**src/rtl/rct_pkg.sv**
```systemverilog
// shared types, constants and codes of the reference count table
package rct_pkg;

    localparam int ENTRIES_DEF = 16;
    localparam int ADDR_W      = 32;
    localparam int COUNT_W     = 16;

    localparam logic REQ_REGISTER = 1'b0;
    localparam logic REQ_ASSIGN   = 1'b1;

    localparam logic [1:0] ST_OK        = 2'd0;
    localparam logic [1:0] ST_FULL      = 2'd1;
    localparam logic [1:0] ST_NOT_FOUND = 2'd2;
    localparam logic [1:0] ST_SATURATED = 2'd3;

    localparam logic [COUNT_W-1:0] COUNT_MAX = '1;

    typedef struct packed {
        logic              req_type;
        logic              old_valid;
        logic [ADDR_W-1:0] old_address;
        logic              new_valid;
        logic [ADDR_W-1:0] new_address;
    } in_word_t;

    typedef struct packed {
        logic [1:0]         status;
        logic               freed_valid;
        logic [ADDR_W-1:0]  freed_address;
        logic [COUNT_W-1:0] new_count;
    } out_word_t;

    typedef enum logic [1:0] {
        CS_IDLE,
        CS_FIRST,
        CS_NEW,
        CS_DONE
    } ctrl_state_t;

    typedef enum logic [2:0] {
        OP_NONE,
        OP_REGISTER,
        OP_DROP,
        OP_ADD,
        OP_SAME
    } dp_op_t;

    typedef struct packed {
        logic   capture;
        dp_op_t op;
        logic   key_new;
        logic   publish;
    } dp_cmd_t;

    typedef struct packed {
        logic req_type;
        logic old_valid;
        logic new_valid;
        logic hit;
        logic same_addr;
        logic out_busy;
    } dp_stat_t;

endpackage

```
**src/rtl/rct_ctrl.sv**
```systemverilog
// request sequencer: register or old side, new side, then hand-off to the output register
module rct_ctrl (
    input  logic              aclk,
    input  logic              aresetn,
    input  logic              s_valid,
    output logic              s_ready,
    input  rct_pkg::dp_stat_t stat,
    output rct_pkg::dp_cmd_t  cmd
);
    import rct_pkg::*;

    ctrl_state_t state_reg, state_next;

    always_ff @(posedge aclk) begin
        if (!aresetn) begin
            state_reg <= CS_IDLE;
        end else begin
            state_reg <= state_next;
        end
    end

    always_comb begin
        state_next  = state_reg;
        s_ready     = 1'b0;
        cmd.capture = 1'b0;
        cmd.op      = OP_NONE;
        cmd.key_new = 1'b0;
        cmd.publish = 1'b0;

        unique case (state_reg)
            CS_IDLE: begin
                s_ready = 1'b1;
                if (s_valid) begin
                    cmd.capture = 1'b1;
                    state_next  = CS_FIRST;
                end
            end
            CS_FIRST: begin
                priority if (stat.req_type == REQ_REGISTER) begin
                    cmd.op      = OP_REGISTER;
                    cmd.key_new = 1'b1;
                    state_next  = CS_DONE;
                end else if (stat.old_valid) begin
                    // lookup keyed by the old address
                    if (stat.hit && stat.new_valid && stat.same_addr) begin
                        cmd.op     = OP_SAME;
                        state_next = CS_DONE;
                    end else begin
                        cmd.op     = OP_DROP;
                        state_next = stat.new_valid ? CS_NEW : CS_DONE;
                    end
                end else if (stat.new_valid) begin
                    cmd.op      = OP_ADD;
                    cmd.key_new = 1'b1;
                    state_next  = CS_DONE;
                end else begin
                    state_next = CS_DONE;
                end
            end
            CS_NEW: begin
                cmd.op      = OP_ADD;
                cmd.key_new = 1'b1;
                state_next  = CS_DONE;
            end
            CS_DONE: begin
                if (!stat.out_busy) begin
                    cmd.publish = 1'b1;
                    state_next  = CS_IDLE;
                end
            end
            default: begin
                state_next = CS_IDLE;
            end
        endcase
    end

endmodule

```
**config.mk**
```make
export PLATFORM = sky130hd
export DESIGN_NAME = rct_ctrl
export DESIGN_NICKNAME = d
export VERILOG_FILES = /design/src/rtl/rct_pkg.sv /design/src/rtl/rct_ctrl.sv
export SDC_FILE = /design/constraint.sdc
export NUM_CORES = 1
export LEC_CHECK = 0
export BUFFER_PORTS_ARGS = -buffer_cell sky130_fd_sc_hd__buf_2
export CAP_MARGIN = 20
export CORE_AREA = 2 2 39 41
export DETAILED_ROUTE_END_ITERATION = 6
export DIE_AREA = 0 0 41 43
export GPL_ROUTABILITY_DRIVEN = 0
export SYNTH_ARGS = -nofsm -noshare
export SYNTH_HDL_FRONTEND = slang
export SYNTH_SLANG_ARGS = --single-unit
```
**constraint.sdc**
```tcl
create_clock -name aclk -period 3.7 [get_ports aclk]
set_clock_uncertainty 0.15 [all_clocks]
set_input_delay 0.37 -clock aclk [delete_from_list [all_inputs] [get_ports aclk]]
set_output_delay 0.37 -clock aclk [all_outputs]
set_load 0.02 [all_outputs]
```
==> impl_metrics.py, run 1 <==
metrics = {
    "status": {
        "status": "finished, final reports clean",
    },
    "clocking": {
        "post_cts.repair.setup_buffers": 0,
        "ctsResizeCount": 0,
        "clk_path_buf_depth": 2,
        "clkLatencyLatePin_ns": 0.23,
        "cts_buffers": 3,
        "tritoncts": "done",
        "cts-htree-levels": 1,
        "clkTransAtPathRegs_ns": 0.03,
        "cts.sinks": 2,
        "cts_hold_buf": 0,
        "clock-root-buffer": "clkbuf_4",
    },
    "routing": {
        "ant_nets": 0,
        "drt_first_pass_iters": 4,
        "viasPerCell": 4.47,
        "detail_route.wl_per_cell_um": 9.25,
        "vias": 286,
        "drtIter0Drc": 15,
        "drcViolationCount": 0,
        "routed_wirelength_um": 592,
    },
    "layout": {
        "largest_register_ffs": 2,
        "final_area_um2": 357,
        "multi_input_area_um2": 191,
        "synthToLayoutAreaGrowth_pct": 44.7,
        "register_area_um2": 40.0,
        "stdcell_count": 64,
        "final_layout_size_suffix_gt1_share_pct": 37.5,
        "finalNetCount": 63,
        "n_fill_cell": 158,
        "antenna_cells": 0,
    },
    "place": {
        "io_buffers": 15,
        "dpl.hpwl_um": 481,
        "post-place-ws_ns": 2.01,
        "dpl_cell_area_um2": 334,
        "dpl.cell_count": 61,
    },
    "sta": {
        "finalCriticalPeriod_ns": 1.93,
        "slew_headroom_pct": 86.9,
        "slew_viol_final": 0,
        "finalCritPeriodShare_pct": 52.1,
        "hold_ws_ns": 0.246,
        "finalHoldViolCount": 0,
        "max_freq_mhz": 518,
        "fin_setup_tns_ns": 0,
        "tightest_slew_ns": 0.195,
        "timing.final.ws_setup_ns": 1.77,
        "finalSetupViolCount": 0,
        "grt_setup_unrepaired": "false",
    },
    "global_route": {
        "grt_overflow": 0,
        "grt_pass1_vias": 234,
        "met3_usage_pct": 3.14,
        "grt_most_used_layer": "met2",
        "use_met1_pct": 9.58,
        "met2_usage_pct": 11.3,
        "grt_max_degree": 6,
        "grt_pass1_wl_um": 924,
        "grt_antenna_before_repair": 0,
        "grt_usage_pct": 8.42,
    },
    "floorplan": {
        "die_y_um": 43,
        "dieArea_um2": 1760,
        "start_util_pct": 17.8,
        "core_um2": 1380,
        "std_cell_rows": 14,
        "ios": 16,
        "die_w_um": 41,
    },
    "logic_synthesis": {
        "synth_seq_cells": 2,
        "ys_warn_count": 0,
        "ys.flop_type": "dfxtp_1",
        "synth_nets": 44,
        "synth_sequential_area_ratio_pct": 16.2,
        "mappedNetlistArea_um2": 246,
        "synth_edf_count": 0,
        "syn_avg_cell_area_um2": 7.95,
        "synth_area_leaders": "ha_1 (20%), dfxtp_1 (16%), nand3_1 (8.1%), o21a_1 (6.1%), nand2b_1 (5.1%)",
        "syn_inst": 31,
        "synthArstFlopShare_pct": 0,
        "synthDominantCellAreaShare_pct": 20.3,
        "synth_top_cell_by_area": "ha_1",
        "synth_top_cells_by_count": "ha_1 (4), nand3_1 (4)",
        "synth.distinct_cells": 20,
    },
    "pwr": {
        "seqPwrFrac_pct": 16.7,
        "switchingPower_w": 0.000138,
        "netSwitchingFraction_pct": 49.9,
        "p_clk_share_pct": 18.8,
        "internal_power_w": 0.000139,
        "combPwrFrac_pct": 64.5,
        "power_density_nw_per_um2": 777,
        "vdd_drop_max_mv": 0.370,
        "p_leak_nw": 0.175,
    },
    "critical_path": {
        "r2r-start": "state_reg[0]$_SDFFE_PN0P_",
        "path_max_fanout": 5,
        "critical_path_arrival_ns": 1.41,
        "critPathRequiredTime_ns": 3.18,
        "ff2ff_path_depth": 5,
        "crit_type": "register to primary output",
        "endpoint_kind": "primary output",
        "startpoint": "state_reg[1]$_SDFFE_PN0P_",
        "cp-start-kind": "register",
    },
    "worst_hold_path": {
        "whs_path_depth": 3,
        "worstHoldPathType": "input port to register",
        "hp-start": "aresetn",
    },
    "run": {
        "cap_violations": 0,
    },
}
cell usage in the layout (no fill, tap or decap):
cell type  instances
inv_1              2
nor3b_1            1
o2111a_1           1
dfxtp_1            2
a21o_1             1
nor2_1             1
nand2_1            2
a311oi_1           1
clkbuf_4           3
a21boi_1           1
and2_1             1
o21a_1             2
nand3_1            4
o31ai_1            1
a21oi_1            1
a21boi_0           1
ha_1               4
and2b_1            1
nand4_1            1
nand2b_1           2
buf_2             15
critical path, cell delays in order (launching register included):
cell	delay, ns
dfxtp_1	0.37
inv_1	0.10
ha_1	0.24
a21boi_0	0.14
o21a_1	0.18
buf_2	0.15
cells by family after synthesis:
kind of cell,share of synthesized area (%)
compound gates,28.4
fa+ha+maj,20.3
buf+inv,6.09
flops,16.2
simple gates,28.9
final timing paths:
path,slack [ns],endpoint
worst max-delay path,1.77,cmd[1]
worst min-delay path,0.25,state_reg[0]$_SDFFE_PN0P_
worst max register to register,2.28,state_reg[0]$_SDFFE_PN0P_
worst min register to register,0.43,state_reg[0]$_SDFFE_PN0P_
layer usage:
metal | share of wire (%) | vias to the layer above
met5 | 0 | -
met4 | 2.9 | 0
met3 | 8.6 | 2
met2 | 42 | 16
met1 | 46 | 118
li1 | - | 150
power groups by stage:
stage	clock (W)	sequential (W)	combinational (W)
after CTS	0.0000551	0.0000463	0.000180
final	0.0000521	0.0000463	0.000179
after floorplan	0	0.0000430	0.000139
after global routing	0.0000570	0.0000493	0.000196
after detailed placement	0	0.0000468	0.000179
after global placement	0	0.0000454	0.000179
per-stage QoR:
stage	util (%)	power, W
CTS	25.8	0.000282
finish	25.8	0.000277
detailed placement	24.1	0.000226
floorplan	-	0.000182
global placement	24.1	0.000224
global route	25.8	0.000302
cell type report:
class                   count  share of cell area (%)
multi-input cells          26                    53.7
repair buffers             15                    21.1
flip-flops and latches      2                    11.2
clock buffers               3                    6.32
well taps                  16                    5.61
inverters                   2                    2.11
Power figures use the tool's default switching activity.
==> run 2, diff against run 1 <==
==> constraint.sdc (replaced) <==
create_clock -name aclk -period 1.6 [get_ports aclk]
set_clock_uncertainty 0.15 [all_clocks]
set_input_delay 0.16 -clock aclk [delete_from_list [all_inputs] [get_ports aclk]]
set_output_delay 0.16 -clock aclk [all_outputs]
set_load 0.02 [all_outputs]
==> impl_metrics.py, run 2 (synthesis results as in run 1) <==
metrics = {
    "status": {
        "status": "finished, final reports clean",
    },
    "sta": {
        "max_freq_mhz": 633,
        "finalHoldViolCount": 0,
        "slew_headroom_pct": 87.1,
        "slew_viol_final": 0,
        "hold_ws_ns": 0.0332,
        "finalSetupViolCount": 0,
        "timing.final.ws_setup_ns": 0.0207,
        "tightest_slew_ns": 0.192,
        "grt_setup_unrepaired": "true",
        "finalCritPeriodShare_pct": 98.7,
        "finalCriticalPeriod_ns": 1.58,
    },
    "layout": {
        "finalNetCount": 64,
        "multi_input_area_um2": 221,
        "final_cell_mix": "buf_2 (12), buf_4 (4), nand3_1 (3), clkbuf_4 (3)",
        "final_area_um2": 414,
        "register_area_um2": 47.5,
        "antenna_cells": 0,
        "mostFrequentLayoutCell": "buf_2",
        "synthToLayoutAreaGrowth_pct": 68.0,
        "n_fill_cell": 155,
        "largest_register_ffs": 2,
        "final_layout_size_suffix_gt1_share_pct": 53.1,
    },
    "clocking": {
        "clkLatencyLatePin_ns": 0.22,
        "cts_hold_buf": 0,
        "clk_path_buf_depth": 2,
        "clkTransAtPathRegs_ns": 0.03,
        "cts.sinks": 2,
        "clock-root-buffer": "clkbuf_4",
        "cts-htree-levels": 1,
        "cts_buffers": 3,
        "tritoncts": "done",
    },
    "global_route": {
        "grt_overflow": 0,
        "grt_antenna_before_repair": 0,
        "grt_pass1_wl_um": 931,
        "grt_usage_pct": 7.81,
        "grt_pass1_vias": 237,
        "grt_max_degree": 6,
    },
    "critical_path": {
        "endpoint_kind": "primary output",
        "crit_type": "register to primary output",
        "ff2ff_path_depth": 4,
        "cp_slowest_stage_delay_ns": 0.36,
        "cp_cell_sequence": "inv_4 > ha_4 > a21boi_1 > o21a_1 > buf_4",
        "rrSetupSlack_ns": 0.32,
        "critPathSlowestCell": "dfxtp_4",
        "path_delay_family": "flip-flops",
        "path_max_fanout": 5,
        "critPathBufInv": 2,
        "r2r-start": "state_reg[0]$_SDFFE_PN0P_",
        "critical_path_arrival_ns": 1.27,
        "critPathRequiredTime_ns": 1.29,
        "cp-start-kind": "register",
        "r2r_end": "state_reg[0]$_SDFFE_PN0P_",
    },
    "floorplan": {
        "dieArea_um2": 1760,
        "std_cell_rows": 14,
        "die_y_um": 43,
        "core_um2": 1380,
        "die_w_um": 41,
        "ios": 16,
        "start_util_pct": 17.8,
    },
    "pwr": {
        "internal_power_w": 0.000434,
        "switchingPower_w": 0.000361,
        "netSwitchingFraction_pct": 45.4,
        "seqPwrFrac_pct": 17.8,
        "p_clk_share_pct": 13.9,
        "combPwrFrac_pct": 68.4,
        "p_leak_nw": 0.185,
        "power_density_nw_per_um2": 1920,
        "vdd_drop_max_mv": 0.584,
    },
    "routing": {
        "drtIter0Drc": 2,
        "viasPerCell": 4.37,
        "drcViolationCount": 0,
        "routed_wirelength_um": 622,
        "vias": 284,
        "ant_nets": 0,
        "detail_route.wl_per_cell_um": 9.57,
        "drt_first_pass_iters": 3,
    },
    "run": {
        "cap_violations": 0,
    },
    "worst_hold_path": {
        "whs_endpoint": "state_reg[0]$_SDFFE_PN0P_",
        "hp-start": "aresetn",
        "worstHoldPathType": "input port to register",
        "whs_path_depth": 3,
    },
    "place": {
        "io_buffers": 15,
        "post-place-ws_ns": 0.108,
        "dpl.hpwl_um": 445,
        "dpl_cell_area_um2": 334,
    },
}
## run 2: cell types whose count changed in the layout (fill, tap and decap cells not counted)
cell / previous run / this run
ha_4: 0 / 2
nand3_1: 4 / 3
a21boi_1: 1 / 2
inv_1: 2 / 0
dfxtp_1: 2 / 0
inv_4: 0 / 2
dfxtp_4: 0 / 2
a21boi_0: 1 / 0
buf_2: 15 / 12
ha_1: 4 / 2
nand3_2: 0 / 1
buf_4: 0 / 4
## run 2: metal layers
| layer | part of all wire [%] | GRT usage (%) |
|---|---|---|
| met5 | 0 | 0 |
| met4 | 0 | 4.00 |
| met3 | 8.0 | 3.14 |
| met2 | 48 | 11.6 |
| met1 | 44 | 9.24 |
## run 2: power groups by stage
| stage | sequential (W) | clock [W] | combinational [W] |
|---|---|---|---|
| 2_1_floorplan | 0.0000994 | 0 | 0.000321 |
| 3_3_place_gp | 0.000111 | 0 | 0.000416 |
| 3_5_place_dp | 0.000110 | 0 | 0.000410 |
| 4_1_cts | 0.000133 | 0.000118 | 0.000498 |
| 5_1_grt | 0.000149 | 0.000121 | 0.000589 |
| 6_report | 0.000141 | 0.000110 | 0.000544 |
## run 2: cell type report
| cell class | instances | area share [%] |
|---|---|---|
| multi-input cells | 26 | 53.5 |
| clock buffers | 3 | 5.44 |
| well taps | 16 | 4.83 |
| repair buffers | 16 | 21.8 |
| flip-flops and latches | 2 | 11.5 |
| inverters | 2 | 3.02 |
## run 2: timing repair
item / CTS / global route
pin swaps: 0 / 3
setup buffers: 0 / 1
resized for setup: 11 / 5
setup endpoints to repair: 5 / 4
## run 2: how the worst max path moves through the flow
stage	from	end	slack (ns)	cells after the start
after floorplan	state_reg[1]$_SDFFE_PN0P_	cmd[2]	0.08	5
after global placement	state_reg[1]$_SDFFE_PN0P_	cmd[1]	0.10	5
after detailed placement	state_reg[1]$_SDFFE_PN0P_	cmd[2]	0.11	5
after CTS	state_reg[0]$_SDFFE_PN0P_	cmd[4]	0.003	5
after global routing	state_reg[0]$_SDFFE_PN0P_	cmd[4]	-0.03	5
final	state_reg[1]$_SDFFE_PN0P_	cmd[1]	0.02	5
## run 2: metrics by stage
stage | setup TNS (ns) | power [W] | util, % | std cells
global route | -0.0776 | 0.000859 | 29.9 | 65
detailed placement | 0 | 0.000520 | 24.1 | 61
CTS | 0 | 0.000750 | 28.5 | 64
finish | 0 | 0.000795 | 29.9 | 65
global placement | 0 | 0.000526 | 24.1 | 61
floorplan | 0 | 0.000420 | - | 31
## run 2: worst min-delay path, delay by kind of cell
family	cells	cell delay, ns
AO/OA/AOI/OAI	2	0.09
buffers and inverters	1	0.10
